### src/rtl/core/hre_ram.sv
`default_nettype none
module hre_ram #(
   parameter int WIDTH = 8,
   parameter int DEPTH = 16,
   localparam int AW = (DEPTH > 1) ? $clog2(DEPTH) : 1
) (
   input  logic             clock,
   input  logic             wr_en,
   input  logic [AW-1:0]    wr_addr,
   input  logic [WIDTH-1:0] wr_data,
   input  logic [AW-1:0]    rd_addr,
   output logic [WIDTH-1:0] rd_data
);

   logic [WIDTH-1:0] mem_ff [DEPTH];
   logic [WIDTH-1:0] rd_data_ff;

   // one write port, one registered read port
   always_ff @(posedge clock) begin
      if (wr_en) begin
         mem_ff[wr_addr] <= wr_data;
      end
      rd_data_ff <= mem_ff[rd_addr];
   end

   assign rd_data = rd_data_ff;

endmodule
`default_nettype wire

### config.mk
export PLATFORM = sky130hd
export DESIGN_NAME = hre_ram
export DESIGN_NICKNAME = d
export VERILOG_FILES = /design/src/rtl/core/hre_ram.sv
export SDC_FILE = /design/constraint.sdc
export NUM_CORES = 1
export LEC_CHECK = 0
export BUFFER_PORTS_ARGS = -buffer_cell sky130_fd_sc_hd__buf_2
export CAP_MARGIN = 15
export CORE_MARGIN = 2
export CORE_UTILIZATION = 25
export DETAILED_ROUTE_END_ITERATION = 8
export GPL_ROUTABILITY_DRIVEN = 0
export SLEW_MARGIN = 5
export SYNTH_ARGS = -nofsm -noshare
export SYNTH_HDL_FRONTEND = slang
export SYNTH_SLANG_ARGS = --single-unit
### constraint.sdc
create_clock -name clock -period 3.7 [get_ports clock]
set_clock_uncertainty 0.05 [all_clocks]
set_input_delay 0.37 -clock clock [delete_from_list [all_inputs] [get_ports clock]]
set_output_delay 0.37 -clock clock [all_outputs]
set_load 0.05 [all_outputs]
==> flow_metrics.env, run 1 <==
export IMPL_run_status="finished clean"
export IMPL_post_route_min_period_ns=1.98
export IMPL_antenna_violating_nets_post_route=0
export IMPL_achievable_frequency_mhz=505
export IMPL_syn_instance_count=229
export IMPL_diodes=0
export IMPL_hold_path_class="in2reg"
export IMPL_nets=287
export IMPL_total_switching_power_uw=740
export IMPL_cp_max_fo=28
export IMPL_floorplan_die_area_mm2=0.0218
export IMPL_clk_transition_reported_paths_ns=0.06
export IMPL_path_delay_family="buffers and inverters"
export IMPL_drt_wl_total_mm=10.3
export IMPL_viasPerCell=4.33
export IMPL_gr_usage_all_layers=0.100
export IMPL_critPathArrivalTime_ns=2.23
export IMPL_synth_seq_area_share=0.778
export IMPL_synth_simple_area_share=0.0318
export IMPL_grt_overflow_total=0
export IMPL_post_synth_fa_ha_maj_area_fraction=0
export IMPL_synthXorXnorAreaFrac=0
export IMPL_timing_max_cap_violations=0
export IMPL_final_hold_violation_count=0
export IMPL_post_layout_total_power_mw=3.57
export IMPL_cell_internal_pwr_mw=2.83
export IMPL_ys_warn_count=0
export IMPL_path_cells="buf_2, buf_4, mux4_1, a22oi_1, nand2_1"
export IMPL_firstDrtPassIters=4
export IMPL_critPathKind="in2reg"
export IMPL_power_density_mw_per_mm2=581
export IMPL_sequential_power_share=0.486
export IMPL_wl_per_cell_um=18.7
export IMPL_row_count=52
export IMPL_cts_sinks=136
export IMPL_worst_path_max_delay_cell="sky130_fd_sc_hd__buf_2"
export IMPL_grt_first_pass_wirelength_mm=15.5
export IMPL_critPathMaxStageDelay_ns=0.74
export IMPL_die_width_um=147
export IMPL_critical_path_n_buffers_inverters=2
export IMPL_io_pin_count=26
export IMPL_timing_final_max_slew_violations=0
export IMPL_power_static_leakage_nw=2.00
export IMPL_switching_share=0.207
export IMPL_postCtsResizedCells=0
export IMPL_synthMuxAreaShare=0.150
export IMPL_critPathLaunchType="input port"
export IMPL_cts_root_buffer="sky130_fd_sc_hd__clkbuf_16"
export IMPL_vias_in_the_first_global_route=2540
export IMPL_synth_ff_latch_count=136
export IMPL_detailedRoute_firstIterationViolations=112
export IMPL_power_frac_comb=0.053
export IMPL_hold_buffers=0
export IMPL_grt_antenna_before_repair=0
export IMPL_place_detailed_hpwl_mm=6.46
export IMPL_maximum_resistive_drop_on_vdd_mv=0.396
export IMPL_min_period_over_period=0.535
export IMPL_critPathRequiredTime_ns=3.95
export IMPL_synth_cell_type_count=19
export IMPL_setup_tns_ns=0
export IMPL_vert_die_dim_um=147
export IMPL_post_synth_instance_area_mm2=0.00515
export IMPL_synth_top_family_by_area="multiplexers"
export IMPL_synthesized_area_fraction_occupied_by_ao_oa_aoi_and_oai_cells=0.0233
export IMPL_drc=0
export IMPL_tightestPinTransition_ns=1.00
export IMPL_layout_drive_gt1_share=0.286
export IMPL_post_cts_buffers=0
export IMPL_num_vias=2384
export IMPL_grt_max_degree=33
export IMPL_synth_fp_nets=247
export IMPL_finalSetupViolations=0
export IMPL_rsz0062_at_grt="no"
export IMPL_worst_skew_pair_late_latency_ns=0.42
export IMPL_worst_rel_slew_slack=0.328
export IMPL_crit_path_end_kind="flop"
export IMPL_buffer_ports_inserted=25
export IMPL_cts_htree_levels=4
export IMPL_cts_tree="done"
export IMPL_cts_buffer_depth=2
export IMPL_postSynthAreaPerCell_um2=22.5
export IMPL_cts_buffers=17
export IMPL_effective_utilization_at_floorplan=0.254
export IMPL_clockPowerShare=0.461
export IMPL_design_core_area_mm2=0.0202
export IMPL_area_growth_syn_to_layout_pct=19.5
-- kinds of logic (layout without fill, tap and decap cells) --
family	count (synthesis)	count (layout)
buffers and inverters	10	61
DFF	136	136
and+or+nand+nor	35	35
AOI/OAI and AO/OA	16	16
muxes	32	32
-- cells in the final DEF, fill, tap and decap left out --
master                       count
sky130_fd_sc_hd__nand2b_1        2
sky130_fd_sc_hd__nand2_1         9
sky130_fd_sc_hd__nand3_1         1
sky130_fd_sc_hd__clkinv_2        4
sky130_fd_sc_hd__dfxtp_1         8
sky130_fd_sc_hd__nor2b_1         1
sky130_fd_sc_hd__bufinv_16       3
sky130_fd_sc_hd__inv_6           1
sky130_fd_sc_hd__buf_4           6
sky130_fd_sc_hd__edfxtp_1      128
sky130_fd_sc_hd__nor3_1          4
sky130_fd_sc_hd__mux4_1         14
sky130_fd_sc_hd__clkinvlp_4      5
sky130_fd_sc_hd__mux4_2         18
sky130_fd_sc_hd__or3b_2          1
sky130_fd_sc_hd__clkbuf_16      17
sky130_fd_sc_hd__nor2_1         13
sky130_fd_sc_hd__and2_1          1
sky130_fd_sc_hd__a22oi_1        16
sky130_fd_sc_hd__and2b_1         1
sky130_fd_sc_hd__nand3b_1        2
sky130_fd_sc_hd__buf_2          25
-- per-stage QoR --
step	util	std cells	setup WS [ns]	cell area (µm²)	hold WS, ns
2_1_floorplan	-	229	1.79	5150	0.419
3_3_place_gp	0.275	520	1.29	5570	0.601
3_5_place_dp	0.275	520	1.25	5570	0.609
4_1_cts	0.304	550	1.68	6150	0.279
5_1_grt	0.304	550	1.54	6150	0.303
6_report	0.304	550	1.72	6150	0.290
-- synthesized netlist by cell type --
| cell | count | area (µm²) |
|---|---|---|
| sky130_fd_sc_hd__a22oi_1 | 16 | 120 |
| sky130_fd_sc_hd__and2_1 | 1 | 6.26 |
| sky130_fd_sc_hd__and2b_1 | 1 | 7.51 |
| sky130_fd_sc_hd__buf_2 | 3 | 15.0 |
| sky130_fd_sc_hd__buf_4 | 1 | 7.51 |
| sky130_fd_sc_hd__buf_6 | 3 | 33.8 |
| sky130_fd_sc_hd__clkdlybuf4s25_2 | 3 | 30.0 |
| sky130_fd_sc_hd__dfxtp_1 | 8 | 160 |
| sky130_fd_sc_hd__edfxtp_1 | 128 | 3840 |
| sky130_fd_sc_hd__mux4_1 | 14 | 368 |
| sky130_fd_sc_hd__mux4_2 | 18 | 405 |
| sky130_fd_sc_hd__nand2_1 | 9 | 33.8 |
| sky130_fd_sc_hd__nand2b_1 | 2 | 12.5 |
| sky130_fd_sc_hd__nand3_1 | 1 | 5.00 |
| sky130_fd_sc_hd__nand3b_1 | 2 | 15.0 |
| sky130_fd_sc_hd__nor2_1 | 13 | 48.8 |
| sky130_fd_sc_hd__nor2b_1 | 1 | 6.26 |
| sky130_fd_sc_hd__nor3_1 | 4 | 20.0 |
| sky130_fd_sc_hd__or3b_2 | 1 | 8.76 |
-- power groups by stage --
stage                     Combinational (mW)  Sequential (mW)  Clock, mW
after detailed placement               0.191             1.77          0
after floorplan                       0.0874             1.80          0
after global routing                   0.204             1.74       1.73
after CTS                              0.191             1.74       1.67
after global placement                 0.186             1.77          0
final                                  0.188             1.74       1.65
-- flip-flops by register name, indices dropped and copies added, names as in the netlist --
register	cells
mem_ff	128
rd_data	8
-- worst paths after layout --
check | slack [ns] | endpoint | depth (start not counted) | start
max | 1.72 | rd_data[5]$_DFF_P_ | 5 | rd_addr[0]
min | 0.29 | mem_ff[7][6]$_DFFE_PP_ | 1 | wr_data[6]
max reg2reg | 2.30 | rd_data[1]$_DFF_P_ | 3 | mem_ff[10][1]$_DFFE_PP_
min reg2reg | 0.62 | rd_data[3]$_DFF_P_ | 3 | mem_ff[7][3]$_DFFE_PP_
-- per-layer routing --
metal / global-route usage / share of wire
met1: 0.136 / 0.48
met2: 0.154 / 0.47
met3: 0.0299 / 0.040
met4: 0.0346 / 0.010
met5: 0 / 0
-- area by class of cell --
class / instances / area [µm²]
sequential: 136 / 4000
clock inverter: 13 / 156
clock buffer: 17 / 425
tap: 270 / 338
multi-input combinational: 83 / 1060
timing repair buffer: 31 / 170
fill: 1926 / 14100
No activity file was read; power rests on OpenSTA's default activity.
==> inputs of run 2 (changes only) <==
--- a/config.mk
+++ b/config.mk
@@ -5,6 +5,7 @@
 export SDC_FILE = /design/constraint.sdc
 export NUM_CORES = 1
 export LEC_CHECK = 0
+export ABC_AREA = 1
 export BUFFER_PORTS_ARGS = -buffer_cell sky130_fd_sc_hd__buf_2
 export CAP_MARGIN = 15
 export CORE_MARGIN = 2
==> constraint.sdc (replaced) <==
create_clock -name clock -period 2 [get_ports clock]
set_clock_uncertainty 0.05 [all_clocks]
set_input_delay 0.2 -clock clock [delete_from_list [all_inputs] [get_ports clock]]
set_output_delay 0.2 -clock clock [all_outputs]
set_load 0.05 [all_outputs]
==> run 2 against run 1 <==
Die area up 12%. Non-clock buffer count up 13. Combinational power up 140%. Area after synthesis up 12%. Setup slack worse by 1.0 ns. Clock power up 95%. Sequential power up 84%. Critical path type is now reg2out. Largest cell class unchanged.
==> flow_metrics.env, run 2 <==
export IMPL_drc=0
export IMPL_die_width_um=156
export IMPL_timing_final_max_slew_violations=0
export IMPL_number_of_flip_flops_in_the_largest_register=128
export IMPL_cell_internal_pwr_mw=5.36
export IMPL_row_count=55
export IMPL_drt_wl_total_mm=13.7
export IMPL_synth_seq_area_share=0.694
export IMPL_vias_in_the_first_global_route=3807
export IMPL_detailedRoute_firstIterationViolations=320
export IMPL_worst_rel_slew_slack=0.524
export IMPL_post_synth_instance_area_mm2=0.00577
export IMPL_power_density_mw_per_mm2=1000
export IMPL_postSynth_topFlopCell="sky130_fd_sc_hd__edfxtp_1"
export IMPL_power_frac_comb=0.066
export IMPL_post_cts_buffers=0
export IMPL_hold_buffers=0
export IMPL_timing_rr_end="rd_data[6]$_DFF_P_"
export IMPL_tightestPinTransition_ns=0.711
export IMPL_buffer_ports_inserted=25
export IMPL_critPathKind="reg2out"
export IMPL_sequential_power_share=0.467
export IMPL_post_route_min_period_ns=1.33
export IMPL_cts_buffers=17
export IMPL_commonest_non_fill_non_tap_cell_in_the_layout="sky130_fd_sc_hd__nand2_1"
export IMPL_yosysTopAreaCellShare=0.667
export IMPL_ys_warn_count=0
export IMPL_timing_max_cap_violations=0
export IMPL_cts_buffer_depth=2
export IMPL_gr_usage_all_layers=0.120
export IMPL_worst_path_max_delay_cell="sky130_fd_sc_hd__dfxtp_1"
export IMPL_floorplan_die_area_mm2=0.0243
export IMPL_synth_largest_area_cell="sky130_fd_sc_hd__edfxtp_1"
export IMPL_nets=608
export IMPL_min_to="rd_data[7]$_DFF_P_"
export IMPL_antenna_violating_nets_post_route=0
export IMPL_syn_instance_count=551
export IMPL_crit_path_end_kind="output pin"
export IMPL_setup_tns_ns=0
export IMPL_power_static_leakage_nw=2.91
export IMPL_effective_utilization_at_floorplan=0.255
export IMPL_area_growth_syn_to_layout_pct=18.7
export IMPL_critical_path_n_buffers_inverters=1
export IMPL_postSynthAreaPerCell_um2=10.5
export IMPL_diodes=0
export IMPL_grt_antenna_before_repair=0
export IMPL_grt_overflow_total=0
export IMPL_number_of_enable_type_register_cells_in_the_synthesized_netlist=128
export IMPL_critPathArrivalTime_ns=1.08
export IMPL_io_pin_count=26
export IMPL_worst_skew_pair_late_latency_ns=0.42
export IMPL_final_hold_violation_count=0
export IMPL_reg2reg_slack_ns=0.94
export IMPL_run_status="finished clean"
export IMPL_rsz0062_at_grt="no"
export IMPL_largest_register="mem_ff"
export IMPL_vert_die_dim_um=156
export IMPL_synth_fp_nets=569
export IMPL_layout_drive_gt1_share=0.124
export IMPL_r2r_start="mem_ff[7][6]$_DFFE_PP_"
export IMPL_achievable_frequency_mhz=755
export IMPL_grt_first_pass_wirelength_mm=21.3
export IMPL_maximum_resistive_drop_on_vdd_mv=0.595
export IMPL_path_cells="buf_2"
export IMPL_grt_max_degree=33
export IMPL_place_detailed_hpwl_mm=8.62
export IMPL_async_reset_ff_frac=0
export IMPL_firstDrtPassIters=5
export IMPL_total_switching_power_mw=1.51
export IMPL_cts_htree_levels=4
export IMPL_switching_share=0.220
export IMPL_finalSetupViolations=0
export IMPL_cts_sinks=136
export IMPL_critPathLaunchType="flop"
export IMPL_final_cell_mix="sky130_fd_sc_hd__nand2_1 (173), sky130_fd_sc_hd__edfxtp_1 (128), sky130_fd_sc_hd__inv_1 (100)"
export IMPL_cts_tree="done"
export IMPL_postCtsResizedCells=0
export IMPL_synth_common_cells="sky130_fd_sc_hd__nand2_1 (173), sky130_fd_sc_hd__edfxtp_1 (128), sky130_fd_sc_hd__inv_1 (100)"
export IMPL_cp_max_fo=1
export IMPL_synth_cell_type_count=12
export IMPL_hold_path_class="in2reg"
export IMPL_cts_root_buffer="sky130_fd_sc_hd__clkbuf_16"
export IMPL_clk_transition_reported_paths_ns=0.06
export IMPL_critPathRequiredTime_ns=1.75
export IMPL_critPathMaxStageDelay_ns=0.37
export IMPL_viasPerCell=4.24
export IMPL_wl_per_cell_um=15.5
export IMPL_post_layout_total_power_mw=6.88
export IMPL_clockPowerShare=0.467
export IMPL_synthMostInstantiatedCell="sky130_fd_sc_hd__nand2_1"
export IMPL_min_path_cells=3
export IMPL_min_from="rd_addr[3]"
export IMPL_synth_area_leaders="sky130_fd_sc_hd__edfxtp_1 (67%), sky130_fd_sc_hd__nand2_1 (11%), sky130_fd_sc_hd__nand3_1 (8.4%), sky130_fd_sc_hd__inv_1 (6.5%), sky130_fd_sc_hd__dfxtp_1 (2.8%)"
export IMPL_num_vias=3763
export IMPL_synth_ff_latch_count=136
export IMPL_min_period_over_period=0.663
export IMPL_rr_worst_depth=6
export IMPL_path_delay_family="flip-flops"
export IMPL_design_core_area_mm2=0.0226
==> run 2: cell count changes after synthesis, sizes merged <==
cell	change
a22oi	-16
and2	-1
and2b	-1
buf	+17
clkdlybuf4s25	-3
inv	+102
mux4	-32
nand2	+164
nand2b	-2
nand3	+96
nor2	+4
nor2b	-1
nor3	-4
or3b	-1
==> run 2: power by group through the flow <==
| stage | clock, mW | sequential (mW) | combinational, mW |
|---|---|---|---|
| after floorplan | 0 | 3.33 | 0.225 |
| after global placement | 0 | 3.27 | 0.454 |
| after detailed placement | 0 | 3.27 | 0.457 |
| after CTS | 3.24 | 3.21 | 0.459 |
| after global routing | 3.36 | 3.22 | 0.501 |
| final | 3.21 | 3.21 | 0.453 |
==> run 2: final cells by class <==
type,count,area (µm²)
fillers,2273,15800
flip-flops and latches,136,4000
multi-input cells,289,1210
clock buffers,17,425
inverters,102,383
well taps,285,357
repair buffers,44,280
clock inverters,15,183
==> run 2: stage by stage <==
step	area (µm²)	std cells	setup slack (ns)	hold slack [ns]	util
after global placement	6240	856	0.439	0.536	0.275
after CTS	6850	888	0.663	0.0973	0.302
after global routing	6850	888	0.643	0.0999	0.302
after detailed placement	6240	856	0.424	0.535	0.275
final	6850	888	0.675	0.104	0.302
after floorplan	5770	551	0.799	0.249	-
==> run 2: worst reg2reg max path, delay by kind of cell, from the launching register on <==
kind                   cells  cell delay, ns
and+or+nand+nor            5            0.51
DFF                        1            0.35
buffers and inverters      1            0.05
==> run 2: worst max path at each step <==
stage                                  start                 endpoint  slack (ns)  cells after the start
final                     rd_data[3]$_DFF_P_               rd_data[3]        0.67                      1
after global routing      rd_data[3]$_DFF_P_               rd_data[3]        0.64                      1
after CTS                 rd_data[3]$_DFF_P_               rd_data[3]        0.66                      1
after detailed placement          rd_addr[0]       rd_data[5]$_DFF_P_        0.42                      7
after global placement            rd_addr[0]       rd_data[7]$_DFF_P_        0.44                      7
after floorplan                   wr_addr[2]  mem_ff[10][0]$_DFFE_PP_        0.80                      2
==> run 2: kinds of logic (layout without fill, tap and decap cells) <==
group / after synthesis / after routing / synth area share
AND/OR/NAND/NOR: 289 / 289 / 0.210
flip-flops: 136 / 136 / 0.694
buffers and inverters: 126 / 178 / 0.0952
==> run 2: metal layers <==
layer,track usage,part of all wire
met5,0,0
met1,0.153,0.45
met3,0.0297,0.043
met2,0.196,0.48
met4,0.0494,0.023
