==> src/rtl/core/hre_pkg.sv <==
`default_nettype none
package hre_pkg;

   // fixed field widths
   localparam int ADDR_W     = 48;
   localparam int PC_SHIFT   = 3;
   localparam int CLOCK_W    = 32;
   localparam int RRIP_W     = 3;
   localparam int PRED_W     = 3;
   localparam int WAY_FIELD_W = 3;
   localparam int CSR_IDX_W  = 3;
   localparam int CSR_DATA_W = 4;
   localparam int SET_KEY_W  = 7;

   localparam logic [RRIP_W-1:0] RRIP_MAX = 3'd7;
   localparam logic [PRED_W-1:0] PRED_MAX = 3'd7;

   // default sizing
   localparam int DEF_WAYS              = 8;
   localparam int DEF_NUM_SETS          = 64;
   localparam int DEF_HISTORY_FACTOR    = 8;
   localparam int DEF_PREDICTOR_ENTRIES = 8192;

   // request codes
   localparam logic [1:0] OP_TOUCH  = 2'd0;
   localparam logic [1:0] OP_FILL   = 2'd1;
   localparam logic [1:0] OP_INVAL  = 2'd2;
   localparam logic [1:0] OP_VICTIM = 2'd3;

   // register indexes
   localparam logic [CSR_IDX_W-1:0] CSR_OFFSET_BITS = 3'd0;
   localparam logic [CSR_IDX_W-1:0] CSR_INDEX_BITS  = 3'd1;
   localparam logic [CSR_IDX_W-1:0] CSR_NOPC_RRIP   = 3'd2;
   localparam logic [CSR_IDX_W-1:0] CSR_FRIENDLY_TH = 3'd3;
   localparam logic [CSR_IDX_W-1:0] CSR_AVERSE_TH   = 3'd4;

   // register reset values
   localparam logic [3:0] RST_OFFSET_BITS = 4'd6;
   localparam logic [2:0] RST_INDEX_BITS  = 3'd6;
   localparam logic [2:0] RST_NOPC_RRIP   = 3'd6;
   localparam logic [2:0] RST_FRIENDLY_TH = 3'd3;
   localparam logic [2:0] RST_AVERSE_TH   = 3'd4;

   typedef struct packed {
      logic [1:0]             req_type;
      logic [ADDR_W-1:0]      address;
      logic [ADDR_W-1:0]      pc;
      logic                   pc_valid;
      logic [WAY_FIELD_W-1:0] way;
   } hre_req_beat_type;

   typedef struct packed {
      logic [WAY_FIELD_W-1:0] victim_way;
      logic                   victim_was_invalid;
      logic                   friendly;
      logic                   optgen_hit;
      logic                   trained;
   } hre_rsp_beat_type;

   typedef struct packed {
      logic done;
      logic found;
      logic hit;
   } og_status_type;

   typedef enum logic [3:0] {
      ST_CLEAR, ST_IDLE, ST_HASH, ST_LOAD, ST_ROW, ST_VSCAN, ST_OG,
      ST_PRD_RD, ST_PRD_WR, ST_FR_RD, ST_FR_USE, ST_APPLY, ST_OUT
   } hre_state_type;

   typedef enum logic [2:0] {
      OG_IDLE, OG_WRITE, OG_SCAN, OG_INC, OG_DONE
   } og_state_type;

endpackage
`default_nettype wire

==> src/rtl/core/hre_modred.sv <==
`default_nettype none
module hre_modred #(
   parameter int MOD   = hre_pkg::DEF_PREDICTOR_ENTRIES,
   parameter int VAL_W = hre_pkg::ADDR_W - hre_pkg::PC_SHIFT,
   localparam int RES_W = $clog2(MOD)
) (
   input  logic             clock,
   input  logic             reset,
   input  logic             start,
   input  logic [VAL_W-1:0] value,
   output logic             done,
   output logic [RES_W-1:0] result
);

   logic [RES_W-1:0] rem_ff, rem_in;
   logic             done_ff, done_in;

   // power-of-two modulus: the remainder is the low bits, ready next cycle
   always_comb begin
      rem_in  = rem_ff;
      done_in = 1'b0;
      if (start) begin
         rem_in  = value[RES_W-1:0];
         done_in = 1'b1;
      end
   end

   always_ff @(posedge clock) begin
      if (reset) begin
         done_ff <= 1'b0;
      end else begin
         done_ff <= done_in;
      end
      rem_ff <= rem_in;
   end

   assign done   = done_ff;
   assign result = rem_ff;

endmodule
`default_nettype wire

==> config.mk <==
export PLATFORM = sky130hd
export DESIGN_NAME = hre_modred
export DESIGN_NICKNAME = d
export VERILOG_FILES = /design/src/rtl/core/hre_pkg.sv /design/src/rtl/core/hre_modred.sv
export SDC_FILE = /design/constraint.sdc
export NUM_CORES = 1
export LEC_CHECK = 0
export BUFFER_PORTS_ARGS = -buffer_cell sky130_fd_sc_hd__buf_2
export CORE_MARGIN = 5
export CORE_UTILIZATION = 30
export CTS_BUF_LIST = sky130_fd_sc_hd__clkbuf_4 sky130_fd_sc_hd__clkbuf_8 sky130_fd_sc_hd__clkbuf_16
export DETAILED_ROUTE_END_ITERATION = 10
export PLACE_DENSITY = 0.78
export SLEW_MARGIN = 25
export SYNTH_ARGS = -nofsm -noshare
export SYNTH_HDL_FRONTEND = slang
export SYNTH_SLANG_ARGS = --single-unit
==> constraint.sdc <==
create_clock -name clock -period 1.3 [get_ports clock]
set_clock_uncertainty 0.1 [all_clocks]
set_input_delay 0.195 -clock clock [delete_from_list [all_inputs] [get_ports clock]]
set_output_delay 0.195 -clock clock [all_outputs]
set_load 0.01 [all_outputs]
==> metrics.md, run 1 <==
| Metric | Value |
|---|---|
| Internal | `734 µW` |
| Mapped Cells | `15` |
| Final Hold Viols | `0` |
| First-pass GRT wire length | `1360 µm` |
| Kind of critical path | `reg2out` |
| Total clock sinks | `14` |
| Vias in the first global route | `318` |
| Cells along the critical path | `buf_2` |
| Antenna Nets Post-Route | `0` |
| Worst slew margin | `80.4%` |
| CP top delay family | `flip-flops` |
| Routed vias | `306` |
| DRC errors left | `0` |
| Final GP Congestion | `0.586` |
| Post-synth top area cell | `edfxtp_1` |
| Starting DRT DRC Count | `8` |
| H-tree Lvls | `1` |
| Seq pwr share | `59.0%` |
| 1st-pass router iterations | `3` |
| Worst hold slack | `0.0139 ns` |
| Tmin final | `1.08 ns` |
| Die height | `47.6 µm` |
| P&R area growth vs syn | `76.4%` |
| Startpoint Class | `flop` |
| Largest net degree at the start of global routing | `15` |
| Layout cell share with drive strength beyond 1 | `55.7%` |
| VDD IR max | `0.687 mV` |
| Slew Viols, Final | `0` |
| Ant diodes | `0` |
| Most frequent cells in the layout | `buf_2, dlygate4sd3_1, edfxtp_1` |
| Root buffer cell | `clkbuf_4` |
| Total gr overflow | `0` |
| Wire length per cell | `13.1 µm` |
| Post-DR vias/cell | `4.03` |
| Outcome | `finished, final reports clean` |
| Final period util | `83.4%` |
| Clock Path Buffers | `2` |
| Unrepaired setup endpoints after global routing | `no` |
| Final Instance Area | `748 µm²` |
| Synth cell types | `3` |
| Reg clk slew, reported paths | `0.08 ns` |
| Switching power total | `176 µW` |
| Top-Level Pins | `62` |
| NumNets Final | `110` |
| Post-synthesis sequential area ratio | `96.8%` |
| Inst Count DP | `59` |
| Synth Cell Area | `424 µm²` |
| Max cap viols | `0` |
| Largest cells by area after synthesis | `edfxtp_1, dfxtp_1, nor2b_4` |
| CTS buffer count | `3` |
| Worst Tran Pin Value | `0.294 ns` |
| Yosys top cell area share | `92.0%` |
| Final setup vio count | `0` |
| Clock power share | `28.5%` |
| Slowest-stage cell, CP | `edfxtp_1` |
| Fin Setup TNS | `0 ns` |
| Max incr delay on CP | `0.37 ns` |
| CP arrival | `0.79 ns` |
| Synth Register Bits | `14` |
| Commonest non-fill, non-tap cell in the layout | `buf_2` |
| Buf/Inv on CP | `1` |
| Layout Cells excl Fill | `76` |
| Max Freq | `0.922 GHz` |
| Core ar. | `1320 µm²` |
| Synth warn | `0` |
| Starting Density | `32.2%` |
| CP Data Required Time | `1.00 ns` |
| Syn Area/Cell | `28.3 µm²` |
| CTS tree | `done` |
| CP Max Fanout | `1` |
| Die X | `47.6 µm` |
| Initial antenna violation count | `0` |
| Row count | `13` |
| Comb pwr share | `12.5%` |
| Buffers on Ports | `29` |
| Syn Nets | `63` |
| Drt total wl | `995 µm` |
| CP endpoint kind | `primary output` |
| Power Density | `1220 nW/µm²` |
| Dpl cell area | `588 µm²` |
| Tot GR Track Use | `9.46%` |
| Total power | `910 µW` |
| Total die area | `2270 µm²` |
| Switching fraction of total power | `19.4%` |
| P_leak | `0.000330 µW` |
| Worst Hold Class | `in2reg` |
==> cells in the mapped netlist, drive strengths merged <==
cell,n
edfxtp,13
dfxtp,1
nor2b,1
==> layout make-up <==
type,instances,area [µm²]
Clock buffer,4,30.0
Fill cell,109,569
Multi-Input combinational cell,1,13.8
Sequential cell,14,410
Tap cell,15,18.8
Timing Repair Buffer,42,275
==> path summary, 6_finish.rpt <==
path	cells after the start	slack (ns)	startpoint	end
worst max-delay path	1	0.22	result[7]	result[7]
worst min-delay path	1	0.01	value[1]	result[1]
==> per-stage QoR <==
| stage | worst slack [ns] | utilization [%] |
|---|---|---|
| 6_report | 0.216 | 56.8 |
| 3_3_place_gp | 0.402 | 44.6 |
| 2_1_floorplan | 0.611 | - |
| 3_5_place_dp | 0.397 | 44.6 |
| 4_1_cts | 0.202 | 56.0 |
| 5_1_grt | 0.164 | 56.8 |
==> kinds of logic (layout without fill, tap and decap cells) <==
| group | count (synthesis) | count (layout) | synth area share [%] |
|---|---|---|---|
| buffers and inverters | 0 | 46 | 0 |
| flip-flops | 14 | 14 | 96.8 |
| AND/OR/NAND/NOR | 1 | 1 | 3.24 |
==> repair_timing <==
action                     CTS  global route
hold buffers                12             1
buffers inserted             0             0
resized for setup            0             0
hold endpoints to repair    12             1
setup endpoints to repair    0             0
==> registers in the layout (all words and copies together) (netlist names) <==
signal and cells:
result 13, done 1
==> power by group through the flow <==
| stage | clock, µW | combinational (µW) | sequential (µW) |
|---|---|---|---|
| final | 259 | 114 | 537 |
| after global routing | 289 | 122 | 541 |
| after CTS | 268 | 112 | 537 |
| after detailed placement | 0 | 84.1 | 547 |
| after global placement | 0 | 83.3 | 546 |
| after floorplan | 0 | 2.72 | 569 |
==> routing by layer <==
metal | GRT usage, % | up-vias | share of wire (%)
met5 | 0 | - | 0
met4 | 6.45 | 0 | 0
met3 | 3.76 | 0 | 6.5
met2 | 17.6 | 8 | 61
met1 | 8.04 | 146 | 32
li1 | - | 152 | -
Note: power is estimated with default switching activity, not from simulation.
==> run 2, diff against run 1 <==
Settings changed: CORE_UTILIZATION 30 to 25, PLACE_DENSITY 0.78 to 0.69.
Clock period 1.3 ns to 0.9 ns, I/O delays scaled along.
==> metrics.md, run 2 (synthesis results as in run 1) <==
| Metric | Value |
|---|---|
| Power Density | `1680 nW/µm² (was 1220 nW/µm²)` |
| Layout Cells excl Fill | `78 (was 76)` |
| Total gr overflow | `0 (unchanged)` |
| Hold path start | `start (was value[1])` |
| CP top delay family | `flip-flops (unchanged)` |
| CP Data Required Time | `0.66 ns (was 1.00 ns)` |
| Max Freq | `0.972 GHz` |
| Startpoint Class | `flop (unchanged)` |
| Routed vias | `304 (was 306)` |
| Outcome | `complete, but fails checks (was finished, final reports clean)` |
| Total die area | `2620 µm² (was 2270 µm²)` |
| Worst slew margin | `80.0% (was 80.4%)` |
| CP Max Fanout | `1 (unchanged)` |
| Wire length per cell | `12.3 µm (was 13.1 µm)` |
| Critical Path End | `result[7] (unchanged)` |
| Slowest-stage cell, CP | `edfxtp_1 (unchanged)` |
| Ant diodes | `0 (unchanged)` |
| DRC errors left | `0 (unchanged)` |
| P&R area growth vs syn | `79.9% (was 76.4%)` |
| Final setup vio count | `14 (was 0)` |
| Final period util | `114%` |
| Slew Viols, Final | `0 (unchanged)` |
| Crit path launch | `result[7] (unchanged)` |
| Cells along the critical path | `buf_2 (unchanged)` |
| Tot GR Track Use | `8.81% (was 9.46%)` |
| Top-Level Pins | `62 (unchanged)` |
| CTS buffer count | `3 (unchanged)` |
| Core ar. | `1560 µm² (was 1320 µm²)` |
| Failing checks | `setup timing` |
| Worst Tran Pin Value | `0.301 ns (was 0.294 ns)` |
| NumNets Final | `111 (was 110)` |
| Tmin final | `1.03 ns` |
| Root buffer cell | `clkbuf_4 (unchanged)` |
| Commonest non-fill, non-tap cell in the layout | `buf_2 (unchanged)` |
| Max incr delay on CP | `0.38 ns (was 0.37 ns)` |
| Final Hold Viols | `0 (unchanged)` |
| 1st-pass router iterations | `1 (was 3)` |
| Die height | `51.2 µm (was 47.6 µm)` |
| Crit path depth | `1 (unchanged)` |
| Drt total wl | `961 µm (was 995 µm)` |
| Buffers on Ports | `29 (unchanged)` |
| CP arrival | `0.79 ns (about the same)` |
| Clock Path Buffers | `2 (unchanged)` |
| Vias in the first global route | `335 (was 318)` |
| Kind of critical path | `reg2out (unchanged)` |
| Post-CTS setup buffers | `0 (unchanged)` |
| CP endpoint kind | `primary output (unchanged)` |
| Unrepaired setup endpoints after global routing | `yes (was no)` |
| Starting DRT DRC Count | `0 (was 8)` |
| Largest net degree at the start of global routing | `15 (unchanged)` |
| P_leak | `0.000333 µW (was 0.000330 µW)` |
| Die X | `51.2 µm (was 47.6 µm)` |
| Layout cell share with drive strength beyond 1 | `54.8% (was 55.7%)` |
| Total clock sinks | `14 (unchanged)` |
| Buf/Inv on CP | `1 (unchanged)` |
| Reg clk slew, reported paths | `0.08 ns (about the same)` |
| Post-DR vias/cell | `3.90 (was 4.03)` |
| Max reg flops | `13 (unchanged)` |
| VDD IR max | `1.01 mV (was 0.687 mV)` |
| CTS tree | `done (unchanged)` |
| Starting Density | `27.2% (was 32.2%)` |
| Row count | `14 (was 13)` |
| First-pass GRT wire length | `1630 µm (was 1360 µm)` |
| Final GP Congestion | `0.566 (was 0.586)` |
| Most frequent cells in the layout | `buf_2, dlygate4sd3_1, edfxtp_1 (unchanged)` |
| Worst Hold Class | `in2reg (unchanged)` |
| Inst Count DP | `60 (was 59)` |
| Worst-case setup margin in the final layout | `-0.129 ns (was 0.216 ns)` |
| Antenna Nets Post-Route | `0 (unchanged)` |
| Fin Setup TNS | `-1.46 ns (was 0 ns)` |
| H-tree Lvls | `1 (unchanged)` |
| Max cap viols | `0 (unchanged)` |
| Initial antenna violation count | `0 (unchanged)` |
run 2: layer usage:
metal | vias to the layer above | routed length, µm | share of wire (%) | GRT usage [%]
met5 | - | 0 | 0 | 0
met4 | 0 | 4 | 0.42 | 4.04
met3 | 2 | 44 | 4.6 | 2.91
met2 | 7 | 637 | 66 | 18.2
met1 | 144 | 275 | 29 | 7.18
li1 | 151 | - | - | -
run 2: per-stage QoR:
step | hold slack [ns] | util [%] | area [µm²] | power, µW | setup slack [ns]
final | 0.160 | 49.0 | 763 | 1290 | -0.129
after floorplan | 0.0993 | - | 424 | 825 | 0.271
after detailed placement | 0.213 | 37.8 | 589 | 917 | 0.0469
after CTS | 0.158 | 48.5 | 756 | 1310 | -0.156
after global routing | 0.162 | 49.0 | 763 | 1360 | -0.188
after global placement | 0.212 | 37.8 | 589 | 911 | 0.0615
run 2: cell type report:
class / instances / area (µm²)
clock buffer: 3 / 22.5
clock inverter: 1 / 3.75
fill: 139 / 796
multi-input combinational: 1 / 13.8
sequential: 14 / 412
tap: 16 / 20.0
timing repair buffer: 43 / 292
run 2: how the worst min path moves through the flow:
stage	to	cells past startpoint
floorplan	done	1
global placement	result[11]	1
detailed placement	result[6]	1
CTS	done	2
global route	done	2
finish	done	2
run 2: what timing repair did:
item                                    CTS  global route
endpoints found under the hold margin    14             0
endpoints found under the setup margin   14            14
hold buffers                             14             0
gates resized for setup                   0             2
run 2: power breakdown:
part           total (µW)  switching [µW]  internal [µW]
clock                 339             178            160
sequential            776            11.0            765
combinational         170            71.1           99.3
==> run 3, diff against run 2 <==
Settings changed: ABC_AREA from default to 1, PLACE_DENSITY 0.69 to 0.7.
==> metrics.md, run 3 <==
| Metric | Value |
|---|---|
| Outcome | `complete, but fails checks (unchanged)` |
| Failing checks | `setup timing (unchanged)` |
| Ant diodes | `0 (unchanged)` |
| P_leak | `0.000336 µW (was 0.000333 µW)` |
| Initial antenna violation count | `0 (unchanged)` |
| H-tree Lvls | `1 (unchanged)` |
| Reg clk slew, reported paths | `0.08 ns (about the same)` |
| CTS tree | `done (unchanged)` |
| CP Data Required Time | `0.66 ns (about the same)` |
| Starting DRT DRC Count | `10 (was 0)` |
| Total gr overflow | `0 (unchanged)` |
| CP arrival | `0.79 ns (about the same)` |
| Comb pwr share | `12.8% (was 13.3%)` |
| Switching power total | `268 µW (was 260 µW)` |
| Post-synth top cells | `edfxtp_1, dfxtp_1, inv_1, nor2_2 (was edfxtp_1, dfxtp_1, nor2b_4)` |
| First-pass GRT wire length | `1560 µm (was 1630 µm)` |
| Switching fraction of total power | `20.1% (was 20.3%)` |
| Clock Path Buffers | `2 (unchanged)` |
| CTS buffer count | `3 (unchanged)` |
| Seq pwr share | `58.3% (was 60.4%)` |
| Number of flops mapped to enable cells by yosys | `13 (unchanged)` |
| Dpl ws | `0.0307 ns (was 0.0469 ns)` |
| Unrepaired setup endpoints after global routing | `yes (unchanged)` |
| Buf/Inv on CP | `1 (unchanged)` |
| CP endpoint kind | `primary output (unchanged)` |
| Most frequent cells in the layout | `buf_2, dlygate4sd3_1, edfxtp_1 (unchanged)` |
| Worst-case setup margin in the final layout | `-0.126 ns (was -0.129 ns)` |
| Antenna Nets Post-Route | `0 (unchanged)` |
| Slew Viols, Final | `0 (unchanged)` |
| Max reg flops | `13 (unchanged)` |
| Commonest non-fill, non-tap cell in the layout | `buf_2 (unchanged)` |
| Wire length per cell | `13.1 µm (was 12.3 µm)` |
| Die height | `51.0 µm (was 51.2 µm)` |
| CP Max Fanout | `1 (unchanged)` |
| Total clock sinks | `14 (unchanged)` |
| Final Instance Area | `763 µm² (unchanged)` |
| Worst Tran Pin Value | `0.304 ns (was 0.301 ns)` |
| Count leader, synth | `edfxtp_1 (unchanged)` |
| Syn Area/Cell | `26.3 µm² (was 28.3 µm²)` |
| Internal | `1060 µW (was 1020 µW)` |
| DRC errors left | `0 (unchanged)` |
| Worst Hold Class | `in2reg (unchanged)` |
| Util after Layout | `49.0% (unchanged)` |
| Synth warn | `0 (unchanged)` |
| Max Freq | `0.974 GHz (was 0.972 GHz)` |
| Die X | `51.0 µm (was 51.2 µm)` |
| Dpl cell area | `586 µm² (was 589 µm²)` |
| Tmin final | `1.03 ns (about the same)` |
| Starting Density | `27.0% (was 27.2%)` |
| Post-synth top flop | `edfxtp_1 (unchanged)` |
| Drt total wl | `1030 µm (was 961 µm)` |
| Buffers on Ports | `29 (unchanged)` |
| Cells along the critical path | `buf_2 (unchanged)` |
| Total die area | `2600 µm² (was 2620 µm²)` |
| Syn Nets | `64 (was 63)` |
| Largest cells by area after synthesis | `edfxtp_1, dfxtp_1, nor2_2 (was edfxtp_1, dfxtp_1, nor2b_4)` |
| Synth cell types | `4 (was 3)` |
| Final Hold Viols | `0 (unchanged)` |
| Startpoint Class | `flop (unchanged)` |
| Max cap viols | `0 (unchanged)` |
| Clock power share | `29.0% (was 26.3%)` |
| Top-Level Pins | `62 (unchanged)` |
| Post-synth top area cell | `edfxtp_1 (unchanged)` |
| Vias in the first global route | `325 (was 335)` |
| VDD IR max | `0.899 mV (was 1.01 mV)` |
| Synth Cell Area | `420 µm² (was 424 µm²)` |
| Slowest-stage cell, CP | `edfxtp_1 (unchanged)` |
| Row count | `14 (unchanged)` |
| Post-DR vias/cell | `4.00 (was 3.90)` |
| NumNets Final | `112 (was 111)` |
| Post-synthesis sequential area ratio | `97.6% (was 96.8%)` |
| Synth Register Bits | `14 (unchanged)` |
| Fillcell total | `141 (was 139)` |
| Asr flop ratio synth | `0% (unchanged)` |
| Routed vias | `316 (was 304)` |
| 1st-pass router iterations | `3 (was 1)` |
| Max incr delay on CP | `0.37 ns (was 0.38 ns)` |
| Core ar. | `1560 µm² (unchanged)` |
| Kind of critical path | `reg2out (unchanged)` |
| Final setup vio count | `14 (unchanged)` |
| Largest net degree at the start of global routing | `15 (unchanged)` |
| Fin Setup TNS | `-1.48 ns (was -1.46 ns)` |
| Mapped Cells | `16 (was 15)` |
| P&R area growth vs syn | `81.5% (was 79.9%)` |
| CP top delay family | `flip-flops (unchanged)` |
| Worst slew margin | `79.7% (was 80.0%)` |
| Root buffer cell | `clkbuf_4 (unchanged)` |
| Power Density | `1750 nW/µm² (was 1680 nW/µm²)` |
| Layout cell share with drive strength beyond 1 | `55.6% (was 54.8%)` |
| Tot GR Track Use | `8.67% (was 8.81%)` |
| Final GP Congestion | `0.602 (was 0.566)` |
| Final period util | `114% (about the same)` |
| Yosys top cell area share | `92.9% (was 92.0%)` |
-- run 3: cell count changes after synthesis, sizes merged --
cell   change
nor2       +1
inv        +1
nor2b      -1
-- run 3: power by group through the flow --
stage          Combinational (µW)  Sequential, µW  Clock (µW)
4_1_cts                       169             776         411
5_1_grt                       186             782         446
6_report                      170             776         386
3_3_place_gp                  121             788           0
3_5_place_dp                  123             791           0
2_1_floorplan                2.52             821           0
-- run 3: repair_timing --
action                                  CTS  global route
hold endpoints to repair                 14             0
endpoints found under the setup margin   14            14
buffers inserted                          0             0
hold buffers                             14             0
gates resized for setup                   0             2
-- run 3: cell families after synthesis --
logic type / after synthesis / share of synthesized area (%)
simple gates: 1 / 1.49
buf+inv: 1 / 0.892
flops: 14 / 97.6
-- run 3: metal layers --
metal  part of all wire, %  vias up  wire length (µm)  GRT usage, %
li1                      -      155                 -             -
met5                     0        -                 0             0
met4                     0        0                 0          5.38
met1                    41      141               427          9.71
met3                    11        0               118          3.49
met2                    47       20               488          13.7
-- run 3: path summary, 6_finish.rpt --
kind | start | endpoint | slack [ns] | cells after the start
setup / recovery | result[12] | result[12] | -0.13 | 1
hold / removal | start | done | 0.16 | 3
-- run 3: area by class of cell --
class                   count  area (µm²)  area share, %
multi-input cells           1        6.26          0.820
flip-flops and latches     14         412           53.9
clock buffers               4        30.0           3.93
inverters                   1        3.75          0.492
repair buffers             43         292           38.2
well taps                  16        20.0           2.62
-- run 3: per-stage QoR --
step | instances | total power, µW | hold WS, ns
floorplan | 16 | 824 | 0.102
global placement | 61 | 909 | 0.199
detailed placement | 61 | 913 | 0.204
CTS | 79 | 1360 | 0.148
global route | 79 | 1410 | 0.154
finish | 79 | 1330 | 0.164
